`config.mk`:
```
export PLATFORM = sky130hd
export DESIGN_NAME = pbd_square
export DESIGN_NICKNAME = d
export VERILOG_FILES = /design/src/rtl/core/pbd_pkg.sv /design/src/rtl/core/pbd_square.sv
export SDC_FILE = /design/constraint.sdc
export NUM_CORES = 2
export LEC_CHECK = 0
export ABC_AREA = 0
export ABC_CLOCK_PERIOD_IN_PS = 4000
export CORE_MARGIN = 3
export CORE_UTILIZATION = 25
export DETAILED_ROUTE_END_ITERATION = 8
export DONT_BUFFER_PORTS = 1
export SYNTH_ARGS = -nofsm -noshare
export SYNTH_HDL_FRONTEND = slang
export SYNTH_SLANG_ARGS = --single-unit
```
`constraint.sdc`:
```
create_clock -name clk_i -period 4 [get_ports clk_i]
set_input_delay 0.8 -clock clk_i [delete_from_list [all_inputs] [get_ports clk_i]]
set_output_delay 0.8 -clock clk_i [all_outputs]
set_load 0.02 [all_outputs]
```
`src/rtl/core/pbd_pkg.sv`:
```
// ----------------------------------------------------------------------------
// pbd_pkg: shared constants and types for point_box_distance
// Coordinate and fixed-point widths, derived datapath widths and the
// records handed along the square-root cell chain.
// ----------------------------------------------------------------------------
`default_nettype none

package pbd_pkg;

  // Field widths
  localparam int unsigned COORD_BITS = 21;
  localparam int unsigned FRAC_BITS  = 8;
  localparam int unsigned OUT_W      = 30;

  // Signed margin, magnitude, square and sum widths
  localparam int unsigned MARG_W = COORD_BITS + 1;
  localparam int unsigned MAG_W  = COORD_BITS;
  localparam int unsigned SQ_W   = 2 * MAG_W;
  localparam int unsigned SUM_W  = SQ_W + 1;

  // Root chain: one result bit per cell, two radicand bits per cell
  localparam int unsigned RAD_W      = 2 * OUT_W;
  localparam int unsigned REM_W      = OUT_W + 2;
  localparam int unsigned ROOT_SHIFT = 2 * OUT_W - 2 * FRAC_BITS;

  // Margin, square and sum stages, the cells, then the output register
  localparam int unsigned LATENCY = OUT_W + 4;

  localparam logic [OUT_W-1:0] OUT_MAX = '1;

  // Result selection carried beside the root data
  typedef struct packed {
    logic             use_root;
    logic [OUT_W-1:0] bypass;
  } pbd_side_t;

  // Partial square-root state
  typedef struct packed {
    logic [RAD_W-1:0] rad;
    logic [REM_W-1:0] rem;
    logic [OUT_W-1:0] root;
  } pbd_root_t;

endpackage

`default_nettype wire

```
`src/rtl/core/pbd_square.sv`:
```
// ----------------------------------------------------------------------------
// pbd_square: magnitudes, squares and radicand
// Picks the result path, scales the direct result with saturation, squares
// both margins and sums them into the radicand of the root chain.
// ----------------------------------------------------------------------------
`default_nettype none

module pbd_square (
  input  wire                                   clk_i,
  input  wire                                   rst_ni,
  input  wire                                   valid_i,
  input  wire logic signed [pbd_pkg::MARG_W-1:0] dx_i,
  input  wire logic signed [pbd_pkg::MARG_W-1:0] dy_i,
  output logic                                  valid_o,
  output pbd_pkg::pbd_side_t                    side_o,
  output pbd_pkg::pbd_root_t                    data_o
);
  import pbd_pkg::*;

  logic             neg_x, neg_y;
  logic [MAG_W-1:0] mag_x, mag_y, mag_sel;
  logic [SQ_W-1:0]  sq_x_d, sq_y_d, sq_x_q, sq_y_q;
  pbd_side_t        side_d, side_q, side2_d, side2_q;
  logic [SUM_W-1:0] sum;
  logic             root_sat;
  logic [RAD_W-1:0] rad_d, rad_q;
  logic             valid_q, valid2_q;

  // Magnitudes and direct-path selection
  always_comb begin
    neg_x = dx_i[MARG_W-1];
    neg_y = dy_i[MARG_W-1];
    mag_x = MAG_W'(neg_x ? -dx_i : dx_i);
    mag_y = MAG_W'(neg_y ? -dy_i : dy_i);
    if (neg_x && !neg_y) begin
      mag_sel = mag_x;
    end else if (neg_y && !neg_x) begin
      mag_sel = mag_y;
    end else begin
      mag_sel = (mag_x < mag_y) ? mag_x : mag_y;
    end
    side_d.use_root = neg_x && neg_y;
    side_d.bypass   = ((mag_sel >> (OUT_W - FRAC_BITS)) != '0) ? OUT_MAX
                    : OUT_W'(mag_sel) << FRAC_BITS;
    sq_x_d = mag_x * mag_x;
    sq_y_d = mag_y * mag_y;
  end

  // Sum the squares, saturate roots that would overflow the output
  always_comb begin
    sum      = SUM_W'(sq_x_q) + SUM_W'(sq_y_q);
    root_sat = (sum >> ROOT_SHIFT) != '0;
    rad_d    = RAD_W'(sum) << (2 * FRAC_BITS);
    side2_d  = side_q;
    if (side_q.use_root && root_sat) begin
      side2_d.use_root = 1'b0;
      side2_d.bypass   = OUT_MAX;
    end
  end

  // Advance the valid flags
  always_ff @(posedge clk_i or negedge rst_ni) begin
    if (!rst_ni) begin
      valid_q  <= 1'b0;
      valid2_q <= 1'b0;
    end else begin
      valid_q  <= valid_i;
      valid2_q <= valid_q;
    end
  end

  // Capture squares, then the radicand
  always_ff @(posedge clk_i) begin
    sq_x_q  <= sq_x_d;
    sq_y_q  <= sq_y_d;
    side_q  <= side_d;
    rad_q   <= rad_d;
    side2_q <= side2_d;
  end

  assign valid_o = valid2_q;
  assign side_o  = side2_q;
  always_comb begin
    data_o.rad  = rad_q;
    data_o.rem  = '0;
    data_o.root = '0;
  end

endmodule

`default_nettype wire

```
-- Word level (Yosys, flattened, before mapping)
Cells that the tools add are included.
- flip-flop bits (word level): 173
- ROM bits: 0
- memories kept: 0
- latch bits: 0
- word-level logic and storage cells: 25
- output and inout port bits: 154
- bits in writable memories: 0
- bits of input ports: 47
- eq/ne operators: 0
- div/mod/pow operators: 0
- shifts and indexed selects: 0
- multiply operators: 2
- reductions and logical operators: 5
- bitwise operators: 0
- $add $sub $neg: 3
- multiplexer cells: 5
- $lt $le $gt $ge: 1
- operators by type and width (cell ; count):
    $mux W21 ; 5
    $mul A21 B21 Y42 ; 2
    $add A42 B42 Y43 ; 1
    $neg A21 Y21 ; 2
    $lt A21 B21 Y1 ; 1
    $logic_and A1 B1 Y1 ; 3
    $logic_not A1 Y1 ; 2

-- Depth between registers and ports, before layout
- word-level depth: 6
- gate-level depth with buffers: 35
- depth with buffers taken out: 33

-- Worst setup path after synthesis
OpenSTA, ideal clock, no wires.
- path type: input to register
- start: input dy_i[0] (netlist name)
- end: register sq_y_q[38]
- setup time: 0.072 ns
- setup slack: -4.794 ns
- data arrival time: 8.722 ns
- buffers on the path: 3
- required time: 3.928 ns
- stages on the path: 32
- cell sequence: clkbuf_1 clkinv_1 ha_1 nand2b_1 or4_1 nor2_1 nand2_1 o31ai_1 xnor2_1 clkinv_1 buf_2 nor2_1 fa_1 fa_1 inv_1 fa_1 inv_1 fa_1 fa_1 fa_1 fa_1 ha_1 clkbuf_1 a21oi_1 o21ai_0 a21o_1 a2bb2oi_1 o211ai_1 o21a_1 or4_1 a31oi_1 xnor2_1
- cells in the longest elaborated chain, start to end: 3
- ends and longest elaborated chain (what ; RTL line ; text):
    start: declaration ; pbd_square.sv:13 ; input wire logic signed [pbd_pkg::MARG_W-1:0] dy_i,
    $neg A21 Y21 ; pbd_square.sv:34 ; mag_y = MAG_W'(neg_y ? -dy_i : dy_i);
    $mux W21 (*) ; pbd_square.sv:34 ;
    $mul A21 B21 Y42 (*) ; pbd_square.sv:46 ; sq_y_d = mag_y * mag_y;
    named net sq_y_d[38] ; pbd_square.sv:22 ; logic [SQ_W-1:0] sq_x_d, sq_y_d, sq_x_q, sq_y_q;
    end signal: assignment ; pbd_square.sv:75 ; sq_y_q <= sq_y_d;
    end: declaration ; pbd_square.sv:22 ;
Mark *: on every way through the listed nets, which the timed path passes. The rest lies on a longest branch.

-- Worst setup path after layout
- start: input dy_i[4] (netlist name)
- end: register sq_y_q[38]
The elaborated chain is that of the path after synthesis.

==> results.toml <==
[cts]
htreeDepth = 4
clk_latency_ps = 490
cts.sinks = 171
clock_path_buffers = 2
cts_root_buffer = "clkbuf_16"
cts_buffers = 17
clkTransAtPathRegs_ps = 70
cts_tree = "done"

[detailed_routing]
vias = 25497
routedWlPerCell_um = 16.44
via_per_inst = 4.345
dr.pass1.iters = 5
initialDrtViolationCount = 1223
post-route-drc-count = 0
drt_wl_total_mm = 96.48
ant_nets = 0

[global_route]
gr-total-overflow = 0
grt_max_degree = 26
grt_usage_pct = 14.83
first_global_vias = 27371
antenna_found_initial = 4
grt_pass1_wl_mm = 151.2

[sta]
setup-tns-final_ps = -217840
rsz0062_at_grt = "yes"
relSlewSlack_pct = 43.30
final.period_utilization_pct = 196.2
fin_ws_ps = -3847
finClkSkew_ps = 16.73
whs_ps = 328.1
finalHoldViolations = 0
fmax_mhz = 127.4
worst_pin_slew_ps = 844.5
setup_viol = 94
drv_slew = 0
min_period_ps = 7847

[worst_setup_path]
path_class = "primary input to flop"
r2r_setup_slack_ps = 320
r2r_cells = 11
crit_path_top_delay_cell = "fa_2"
critPathMaxStageDelay_ps = 560
cp_data_arrival_time_ps = 8210
endpoint_kind = "flop"
startpoint_type = "primary input"
worstPathMaxFanout = 6
crit_required_ps = 4370

[yosys]
syn-mean-instance-area_um2 = 9.128
synth_edf_count = 0
ys_seq_area_share_pct = 10.75
async_flop_share_pct = 1.170
synthCells = 3498
netlist.area_leader.share_pct = 39.06
synth.most_common_cell = "inv_1"
ys_top_cells_by_count = "inv_1, fa_1, ha_1"
synth_area_um2 = 31930
post_synth_num_cell_types = 72
synth_largest_area_cell = "fa_1"
ys_ff_latch = 171
ys.flop_type = "dfxtp_1"
ys_warn_count = 0
synthTopCellsByArea = "fa_1, ha_1, dfxtp_1, inv_1, nand2_1"

[die]
die_h_um = 363.4
core-area_um2 = 126200
dieArea_um2 = 132000
dieWidth_um = 363.4
io_pins = 201
rows = 130
start_util_pct = 25.30

[layout]
syn2layout_area_growth_pct = 36.20
nets = 5232
diodes = 0
layout-drive-gt1-share_pct = 31.67
utilization_pct = 34.45
fillCellCount = 12741
final_cell_count_no_fill = 5868

[placed_design]
place.gp.congestion = 0.9034
dp_hpwl_mm = 82.39
placed_cells = 5722
io_buffers = 0

[status]
status = "complete, but fails checks"
violations = "negative setup slack"

[run]
drv_cap = 0

[worst_hold_path]
min_path_cells = 0
hold_class = "flop to flop"
## worst max-delay path, delay by kind of cell
kind / cells / cell delay, ps
AOI/OAI and AO/OA: 4 / 770
xor gates and xnor gates: 2 / 230
adders and majority gates: 8 / 3830
buffers and inverters: 8 / 710
and+or+nand+nor: 8 / 1890
## cell type report
type / instances / area, µm² / area share [%]
multi-input combinational: 2349 / 27400 / 63.00
timing repair buffer: 789 / 6604 / 15.18
sequential: 171 / 3433 / 7.895
inverter: 877 / 3366 / 7.739
tap: 1650 / 2064 / 4.747
clock buffer: 17 / 425.4 / 0.9782
clock inverter: 15 / 196.4 / 0.4517
## worst paths after layout
kind / startpoint / end
worst min-delay path: side2_d[24] / side_o[24]
worst max-delay path: dy_i[4] / sq_y_q[38]
max in group asynchronous: rst_ni / valid_o
worst max register to register: sq_x_q[3] / rad_q[53]
worst min register to register: side2_d[24] / side_o[24]
min in group asynchronous: rst_ni / valid_o
## layout by cell type (no fill, tap or decap), types with 35 or more instances in the layout
master / synthesis / layout
fa_2: 0 / 41
buf_6: 0 / 98
dfxtp_1: 169 / 169
ha_4: 0 / 67
a21o_1: 69 / 68
a21oi_1: 110 / 73
inv_2: 10 / 73
xnor2_1: 111 / 79
nand2_2: 0 / 35
conb_1: 1 / 88
xor2_1: 49 / 43
nor2_1: 266 / 201
ha_1: 357 / 288
nand2_1: 302 / 247
inv_1: 860 / 786
buf_4: 88 / 662
fa_1: 623 / 582
## registers in the layout, indices dropped and copies added (netlist names)
register,cells
valid_q,1
side2_d,22
valid_o,1
rad_q,43
side_o,22
sq_x_q,41
sq_y_q,41
## timing repair
| action | in CTS | in global routing |
|---|---|---|
| resized for setup | 353 | 244 |
| buffers inserted | 78 | 56 |
| endpoints found under the setup margin | 95 | 96 |
| endpoints found under the hold margin | 2 | 0 |
| hold buffers | 1 | 0 |
| pin swaps | 190 | 156 |
## cell families after synthesis
family	after synthesis	share of synthesized area (%)
adders and majority gates	980	53.05
buffers and inverters	1065	13.61
DFF	171	10.75
other	1	0.01174
muxes	22	0.6897
xor gates and xnor gates	165	4.679
and+or+nand+nor	727	9.734
AOI/OAI and AO/OA	367	7.480
## per-layer routing
| layer | track usage [%] | wire length [µm] | share of wire [%] |
|---|---|---|---|
| met1 | 19.21 | 41390 | 43 |
| met2 | 25.48 | 47320 | 49 |
| met3 | 2.677 | 5599 | 5.8 |
| met4 | 3.747 | 2173 | 2.3 |
| met5 | 0 | 0 | 0 |
## through the flow
stage               cell area (µm²)  worst slack (ps)
floorplan                     33460             -4314
global placement              39400             -4442
detailed placement            39400             -4487
CTS                           42150             -3814
global route                  43490             -4082
finish                        43490             -3847
Power is left out: the tool's default activity adds up to more than one toggle a clock period on the data nets, which glitch-free logic cannot reach.
