File: config.mk
export PLATFORM = sky130hd
export DESIGN_NAME = pbd_root_cell
export DESIGN_NICKNAME = d
export VERILOG_FILES = /design/src/rtl/core/pbd_pkg.sv /design/src/rtl/core/pbd_root_cell.sv
export SDC_FILE = /design/constraint.sdc
export NUM_CORES = 1
export LEC_CHECK = 0
export BUFFER_PORTS_ARGS = -buffer_cell sky130_fd_sc_hd__buf_4
export CORE_AREA = 5 5 116 118
export CTS_BUF_LIST = sky130_fd_sc_hd__clkbuf_4 sky130_fd_sc_hd__clkbuf_8 sky130_fd_sc_hd__clkbuf_16
export CTS_CLUSTER_SIZE = 25
export DETAILED_ROUTE_END_ITERATION = 10
export DIE_AREA = 0 0 121 123
export PLACE_DENSITY = 0.79
export SYNTH_ARGS = -nofsm -noshare
export SYNTH_HDL_FRONTEND = slang
export SYNTH_SLANG_ARGS = --single-unit
File: constraint.sdc
create_clock -name clk_i -period 0.87 [get_ports clk_i]
set_input_delay 0 -clock clk_i [delete_from_list [all_inputs] [get_ports clk_i]]
set_output_delay 0 -clock clk_i [all_outputs]
set_load 0.005 [all_outputs]
File: src/rtl/core/pbd_pkg.sv
// ----------------------------------------------------------------------------
// pbd_pkg: shared constants and types for point_box_distance
// Coordinate and fixed-point widths, derived datapath widths and the
// records handed along the square-root cell chain.
// ----------------------------------------------------------------------------
`default_nettype none

package pbd_pkg;

  // Field widths
  localparam int unsigned COORD_BITS = 21;
  localparam int unsigned FRAC_BITS  = 8;
  localparam int unsigned OUT_W      = 30;

  // Signed margin, magnitude, square and sum widths
  localparam int unsigned MARG_W = COORD_BITS + 1;
  localparam int unsigned MAG_W  = COORD_BITS;
  localparam int unsigned SQ_W   = 2 * MAG_W;
  localparam int unsigned SUM_W  = SQ_W + 1;

  // Root chain: one result bit per cell, two radicand bits per cell
  localparam int unsigned RAD_W      = 2 * OUT_W;
  localparam int unsigned REM_W      = OUT_W + 2;
  localparam int unsigned ROOT_SHIFT = 2 * OUT_W - 2 * FRAC_BITS;

  // Margin, square and sum stages, the cells, then the output register
  localparam int unsigned LATENCY = OUT_W + 4;

  localparam logic [OUT_W-1:0] OUT_MAX = '1;

  // Result selection carried beside the root data
  typedef struct packed {
    logic             use_root;
    logic [OUT_W-1:0] bypass;
  } pbd_side_t;

  // Partial square-root state
  typedef struct packed {
    logic [RAD_W-1:0] rad;
    logic [REM_W-1:0] rem;
    logic [OUT_W-1:0] root;
  } pbd_root_t;

endpackage

`default_nettype wire

File: src/rtl/core/pbd_root_cell.sv
// ----------------------------------------------------------------------------
// pbd_root_cell: one digit of the square-root chain
// Brings down two radicand bits, tries the next root bit by compare and
// subtract, and hands the partial root to the next cell.
// ----------------------------------------------------------------------------
`default_nettype none

module pbd_root_cell (
  input  wire                      clk_i,
  input  wire                      rst_ni,
  input  wire                      valid_i,
  input  wire pbd_pkg::pbd_side_t  side_i,
  input  wire pbd_pkg::pbd_root_t  data_i,
  output logic                     valid_o,
  output pbd_pkg::pbd_side_t       side_o,
  output pbd_pkg::pbd_root_t       data_o
);
  import pbd_pkg::*;

  logic [REM_W-1:0] rem_sh, trial;
  logic             fits;
  pbd_root_t        data_d, data_q;
  pbd_side_t        side_q;
  logic             valid_q;

  // Try the next root bit
  always_comb begin
    rem_sh      = {data_i.rem[REM_W-3:0], data_i.rad[RAD_W-1 -: 2]};
    trial       = {data_i.root, 2'b01};
    fits        = rem_sh >= trial;
    data_d.rem  = fits ? rem_sh - trial : rem_sh;
    data_d.root = {data_i.root[OUT_W-2:0], fits};
    data_d.rad  = data_i.rad << 2;
  end

  // Advance the valid flag
  always_ff @(posedge clk_i or negedge rst_ni) begin
    if (!rst_ni) begin
      valid_q <= 1'b0;
    end else begin
      valid_q <= valid_i;
    end
  end

  // Hand the partial root and side data on
  always_ff @(posedge clk_i) begin
    data_q <= data_d;
    side_q <= side_i;
  end

  assign valid_o = valid_q;
  assign side_o  = side_q;
  assign data_o  = data_q;

`ifndef NO_ASSERTIONS
  // The remainder never exceeds twice the partial root
  a_rem_bound: assert property (@(posedge clk_i) disable iff (!rst_ni)
    valid_q |-> data_q.rem <= REM_W'({data_q.root, 1'b0}))
    else $error("root cell remainder out of range");
`endif

endmodule

`default_nettype wire

==> summary.txt, run 1 <==
Outcome
  • Status: did not finish
  • Failed at: 5_1_grt
  • Run Error: [ERROR GRT-0232] Routing congestion too high. Check the congestion heatmap in the GUI.

Global route
  • Largest net degree at the start of global routing: 17
  • Remaining global-route overflow: 69
  • Antenna violations before repair: 5
  • Gr usage total: 70.0%

Die
  • Die height: 123 µm
  • I/O pin count: 310
  • Die Width: 121 µm
  • Initial Util: a little over two fifths
  • Num rows: 41

Synth
  • Post-synth EDFFs: 0
  • Syn avg cell area: 11.7 µm²
  • Synth Instances: 447
  • Yosys Warn Count: 0
  • Synth cell types: between 40 and 50
  • Netlist Area Pre-Place: 5240 µm²
  • Asr flop ratio synth: less than 1%
  • Ys flop type: dfxtp_1
  • Register area share after synthesis: 58.2%
  • Seq cells post-synth: approximately 150

Placed design
  • IO buf count: 305
  • GP Congestion: slightly above 0.8
  • Placed insts: ~1,000
  • Detail Placement HPWL: 14.6 mm
  • Setup WS pre-CTS: -1.60 ns

Timing
  • Worst_ep kind: register input
  • Worst endpoint after global-route timing repair: data_o[49]$_DFF_P_/D

CTS
  • Clock tree buffer depth: 2
  • CTS buffer count: 17
  • Level count of the clock H-tree: 4
  • Clk sinks: between 150 and 200
  • Root Buffer: clkbuf_16
[logic make-up after synthesis]
kind of cell / count (synthesis) / share of synthesized area [%]
compound gates: 82 / 11.0
xor+xnor: 30 / 5.01
fa+ha+maj: 32 / 7.64
buf+inv: 47 / 4.18
flops: 152 / 58.2
mux: 32 / 6.83
other cells: 1 / 0.0715
simple gates: 71 / 7.16
[Yosys cell counts (3+ instances only)]
cell type / n / area, µm²
or2_2: 4 / 25.0
o21ai_0: 7 / 35.0
o211ai_1: 4 / 30.0
xor2_1: 9 / 78.8
nand3_1: 10 / 50.1
xnor2_1: 21 / 184
nand4_1: 3 / 18.8
nand2b_1: 3 / 18.8
inv_1: 34 / 128
ha_1: 32 / 400
a21oi_1: 23 / 115
nor2b_1: 3 / 18.8
mux2_1: 21 / 236
a31oi_1: 3 / 18.8
nor3_1: 5 / 25.0
dfxtp_1: 151 / 3020
clkbuf_1: 3 / 11.3
a21o_1: 21 / 158
buf_6: 4 / 45.0
nor2_1: 12 / 45.0
and2_1: 4 / 25.0
nand2_1: 19 / 71.3
buf_2: 4 / 20.0
o21a_1: 4 / 30.0
mux2_2: 9 / 101
[per-stage QoR]
stage          util (%)  instance area, µm²  setup TNS [ns]
4_1_cts            90.7               11200          -32.22
3_5_place_dp       68.4                8450          -50.82
3_3_place_gp       68.4                8450          -48.44
2_1_floorplan         -                5380          -47.06
[routing by layer]
layer | GRT usage [%] | overflow
met5 | 2.43 | 0
met4 | 78.5 | 34
met3 | 53.2 | 1
met2 | 92.4 | 34
met1 | 64.2 | 0
[repair_timing]
action                                  in CTS
pin swaps                                   10
hold buffers                               154
hold endpoints to repair                   152
setup buffers                               14
resized for setup                          109
cloned                                       4
endpoints found under the setup margin      54
==> run 2, diff against run 1 <==
==> config.mk (replaced) <==
export PLATFORM = sky130hd
export DESIGN_NAME = pbd_root_cell
export DESIGN_NICKNAME = d
export VERILOG_FILES = /design/src/rtl/core/pbd_pkg.sv /design/src/rtl/core/pbd_root_cell.sv
export SDC_FILE = /design/constraint.sdc
export NUM_CORES = 1
export LEC_CHECK = 0
export BUFFER_PORTS_ARGS = -buffer_cell sky130_fd_sc_hd__buf_4
export CORE_MARGIN = 5
export CORE_UTILIZATION = 35
export DETAILED_ROUTE_END_ITERATION = 10
export PLACE_DENSITY_LB_ADDON = 0.15
export SYNTH_ARGS = -nofsm -noshare
export SYNTH_HDL_FRONTEND = slang
export SYNTH_SLANG_ARGS = --single-unit
==> run 2 against run 1 <==
Effect of this change: synthesized cell count did not move; synthesized area did not move; the flow now finishes, with violations (negative setup slack).
==> summary.txt, run 2 <==
Outcome
  • Status: complete, but fails checks
  • Failing checks: negative setup slack

Synth
  • Dominant cell by count in the synthesized netlist: dfxtp_1
  • Top cell type's share of synthesized area: 57.7% (unchanged)
  • Yosys Warn Count: 0 (unchanged)
  • Netlist Area Pre-Place: 5240 µm² (unchanged)
  • Synth Instances: 447 (unchanged)
  • Commonest cells in the netlist: dfxtp_1, inv_1, ha_1
  • Asr flop ratio synth: 0.658% (unchanged)
  • Seq cells post-synth: 152 (unchanged)
  • Post-synth EDFFs: 0 (unchanged)
  • Ys flop type: dfxtp_1
  • Biggest area consumer among synthesized cells: dfxtp_1
  • Register area share after synthesis: 58.2% (unchanged)
  • Synth cell types: 49 (unchanged)
  • Area contributors post-synth: dfxtp_1, ha_1, mux2_1
  • Syn avg cell area: 11.7 µm² (unchanged)

Global route
  • First-pass GRT wire length: 34.8 mm
  • Gr usage total: 25.0%
  • Remaining global-route overflow: 0
  • Vias in the first global route: around 6,200
  • Antenna violations before repair: 1
  • Largest net degree at the start of global routing: 17

Route
  • DR vias/cell: 4.63
  • Router iterations before antenna repair: 6
  • Metal2 WL: around 13 mm
  • DRC violations left: 0
  • Post-route ant nets: 0
  • DRT iter0 DRCs: 191
  • DRT met1 WL: 8.45 mm
  • Drt wl/cell: just under 20 µm
  • Wire length on met3: 1.83 mm
  • DRT Wirelength: 23.9 mm
  • Top layer in use: met5
  • Via Count: about 5,600

Timing
  • Final hold violation count: 0
  • Hold_ws: 0.109 ns
  • Min cycle time layout: between 1.5 and 2 ns
  • Final WS setup: -1.10 ns
  • Count of final setup violators: 40
  • Final Max Tran Viols: 0
  • RSZ-0062 raised after global routing: true
  • FMAX: approximately 500 MHz
  • Final period utilization: 227%

CTS
  • Root Buffer: clkbuf_16
  • Clk sinks: 152 (unchanged)
  • CTS tree: yes
  • Clock Pin Slew Worst Setup and Hold Paths: 0.06 ns
  • Level count of the clock H-tree: 4 (unchanged)
  • CTS buffer count: 17 (unchanged)
  • Clock tree buffer depth: 2 (unchanged)

Final layout
  • Most common cell after layout, fill and taps aside: buf_4
  • Most frequent cells in the layout: buf_4, dlygate4sd3_1, buf_6
  • Antenna Cells: 0
  • Post-Layout Cell Count: 1,204
  • Final net count: 1,195
  • Area Overhead vs Synth: 123%
  • Share of layout cells above drive strength 1: between 60% and 70%
  • Max reg flops: 120

Hold path
  • Worst Hold Class: input pin to register

Die
  • Initial Util: 35.9% (-6.5 points)
  • Die height: 132 µm (+7.6%)
  • Die Width: 132 µm (+9.4%)
  • Die ar.: 17,500 µm²
  • Num rows: 44 (+7.3%)
  • Core region area: 14,600 µm²
  • I/O pin count: 310 (unchanged)

Setup path
  • CP startpoint kind: input pin
  • CP Data Required Time: about 1.2 ns
  • Arr. time, crit path: 2.27 ns
  • Worst path slowest cell: mux2_4
  • Cell breakdown of the critical path: buf_8 -> ha_4 -> and3_4 -> and3_4 -> a32o_2 -> a311oi_4 -> a21o_1 -> a21oi_2 -> nor3_4 -> buf_6 -> buf_6 -> buf_12 -> mux2_4
  • CP top delay family: compound AO/OA/AOI/OAI gates
  • Setup Crit Path Kind: input pin to register
  • Critical Path End Type: register
  • Crit-path max FO: 5
  • Buf/Inv on CP: 4
  • Crit-path max cell delay: 0.30 ns

Job
  • MaxCap Viol Count: 0

Power
  • Cell Pwr Density: 1780 nW/µm²
  • Leakage power: 5.55 nW
  • Worst vdd ir: about 0.0016 V

Placed design
  • Placed insts: 1,005 (+0.60%)
  • IO buf count: 305 (unchanged)
  • Setup WS pre-CTS: -1.61 ns (-0.00454 ns)
  • Detail Placement HPWL: 14.0 mm (-3.9%)
  • GP Congestion: 0.849 (+3.1%)
-- run 2: cell counts after synthesis --
Identical to the previous run, type by type.
-- run 2: final cells by class --
type                       instances  area [µm²]
sequential                       152        3210
fill                             831        2930
tap                              184         230
timing repair buffer             553        5170
multi-input combinational        249        2330
clock buffer                      20         437
clock inverter                    12         145
inverter                          34         143
-- run 2: stage by stage --
stage	area [µm²]	util (%)	TNS [ns]	total power, W
final	11700	79.9	-33.91	0.0207
after global routing	11700	79.9	-38.62	0.0216
after CTS	11200	76.5	-31.68	0.0202
after detailed placement	8420	57.7	-50.94	0.0117
after global placement	8420	57.7	-49.59	0.0117
after floorplan	5380	-	-47.06	0.00947
-- run 2: path summary, 6_finish.rpt --
path	start	end	slack, ns	cells after the start
min in group asynchronous	rst_ni	valid_o	0.51	3
max in group asynchronous	rst_ni	valid_o	0.24	3
max	data_i[41]	data_o[61]	-1.10	13
min	data_i[58]	data_o[60]	0.11	4
-- run 2: layer usage --
| layer | global-route usage (%) | vias up |
|---|---|---|
| met5 | 0 | - |
| met4 | 5.32 | 2 |
| met3 | 9.16 | 46 |
| met2 | 48.5 | 218 |
| met1 | 25.2 | 2656 |
| li1 | - | 2657 |
-- run 2: kinds of logic after synthesis --
| family | Yosys count | share of synthesized area (%) |
|---|---|---|
| DFF | 152 | 58.2 |
| AOI/OAI and AO/OA | 82 | 11.0 |
| and+or+nand+nor | 71 | 7.16 |
| buffers and inverters | 47 | 4.18 |
| adders and majority gates | 32 | 7.64 |
| muxes | 32 | 6.83 |
| xor gates and xnor gates | 30 | 5.01 |
| other | 1 | 0.0715 |
-- run 2: power breakdown --
group,internal (W),switching [W]
Combinational,0.00345,0.00185
Sequential,0.00764,0.000311
Clock,0.00429,0.00317
-- run 2: worst min-delay path, cell delays in order --
cell and delay, ns:
buf_4 0.09, ha_1 0.16, xnor2_1 0.12, mux2_4 0.13
-- run 2: what timing repair did --
item | in CTS | in global routing
cloned | 2 | 1
setup endpoints to repair | 98 | 183
pin swaps | 8 | 11
hold endpoints to repair | 152 | 0
buffers inserted | 8 | 4
hold buffers | 154 | 0
gates resized for setup | 146 | 195
(Power assumes the default switching activity.)
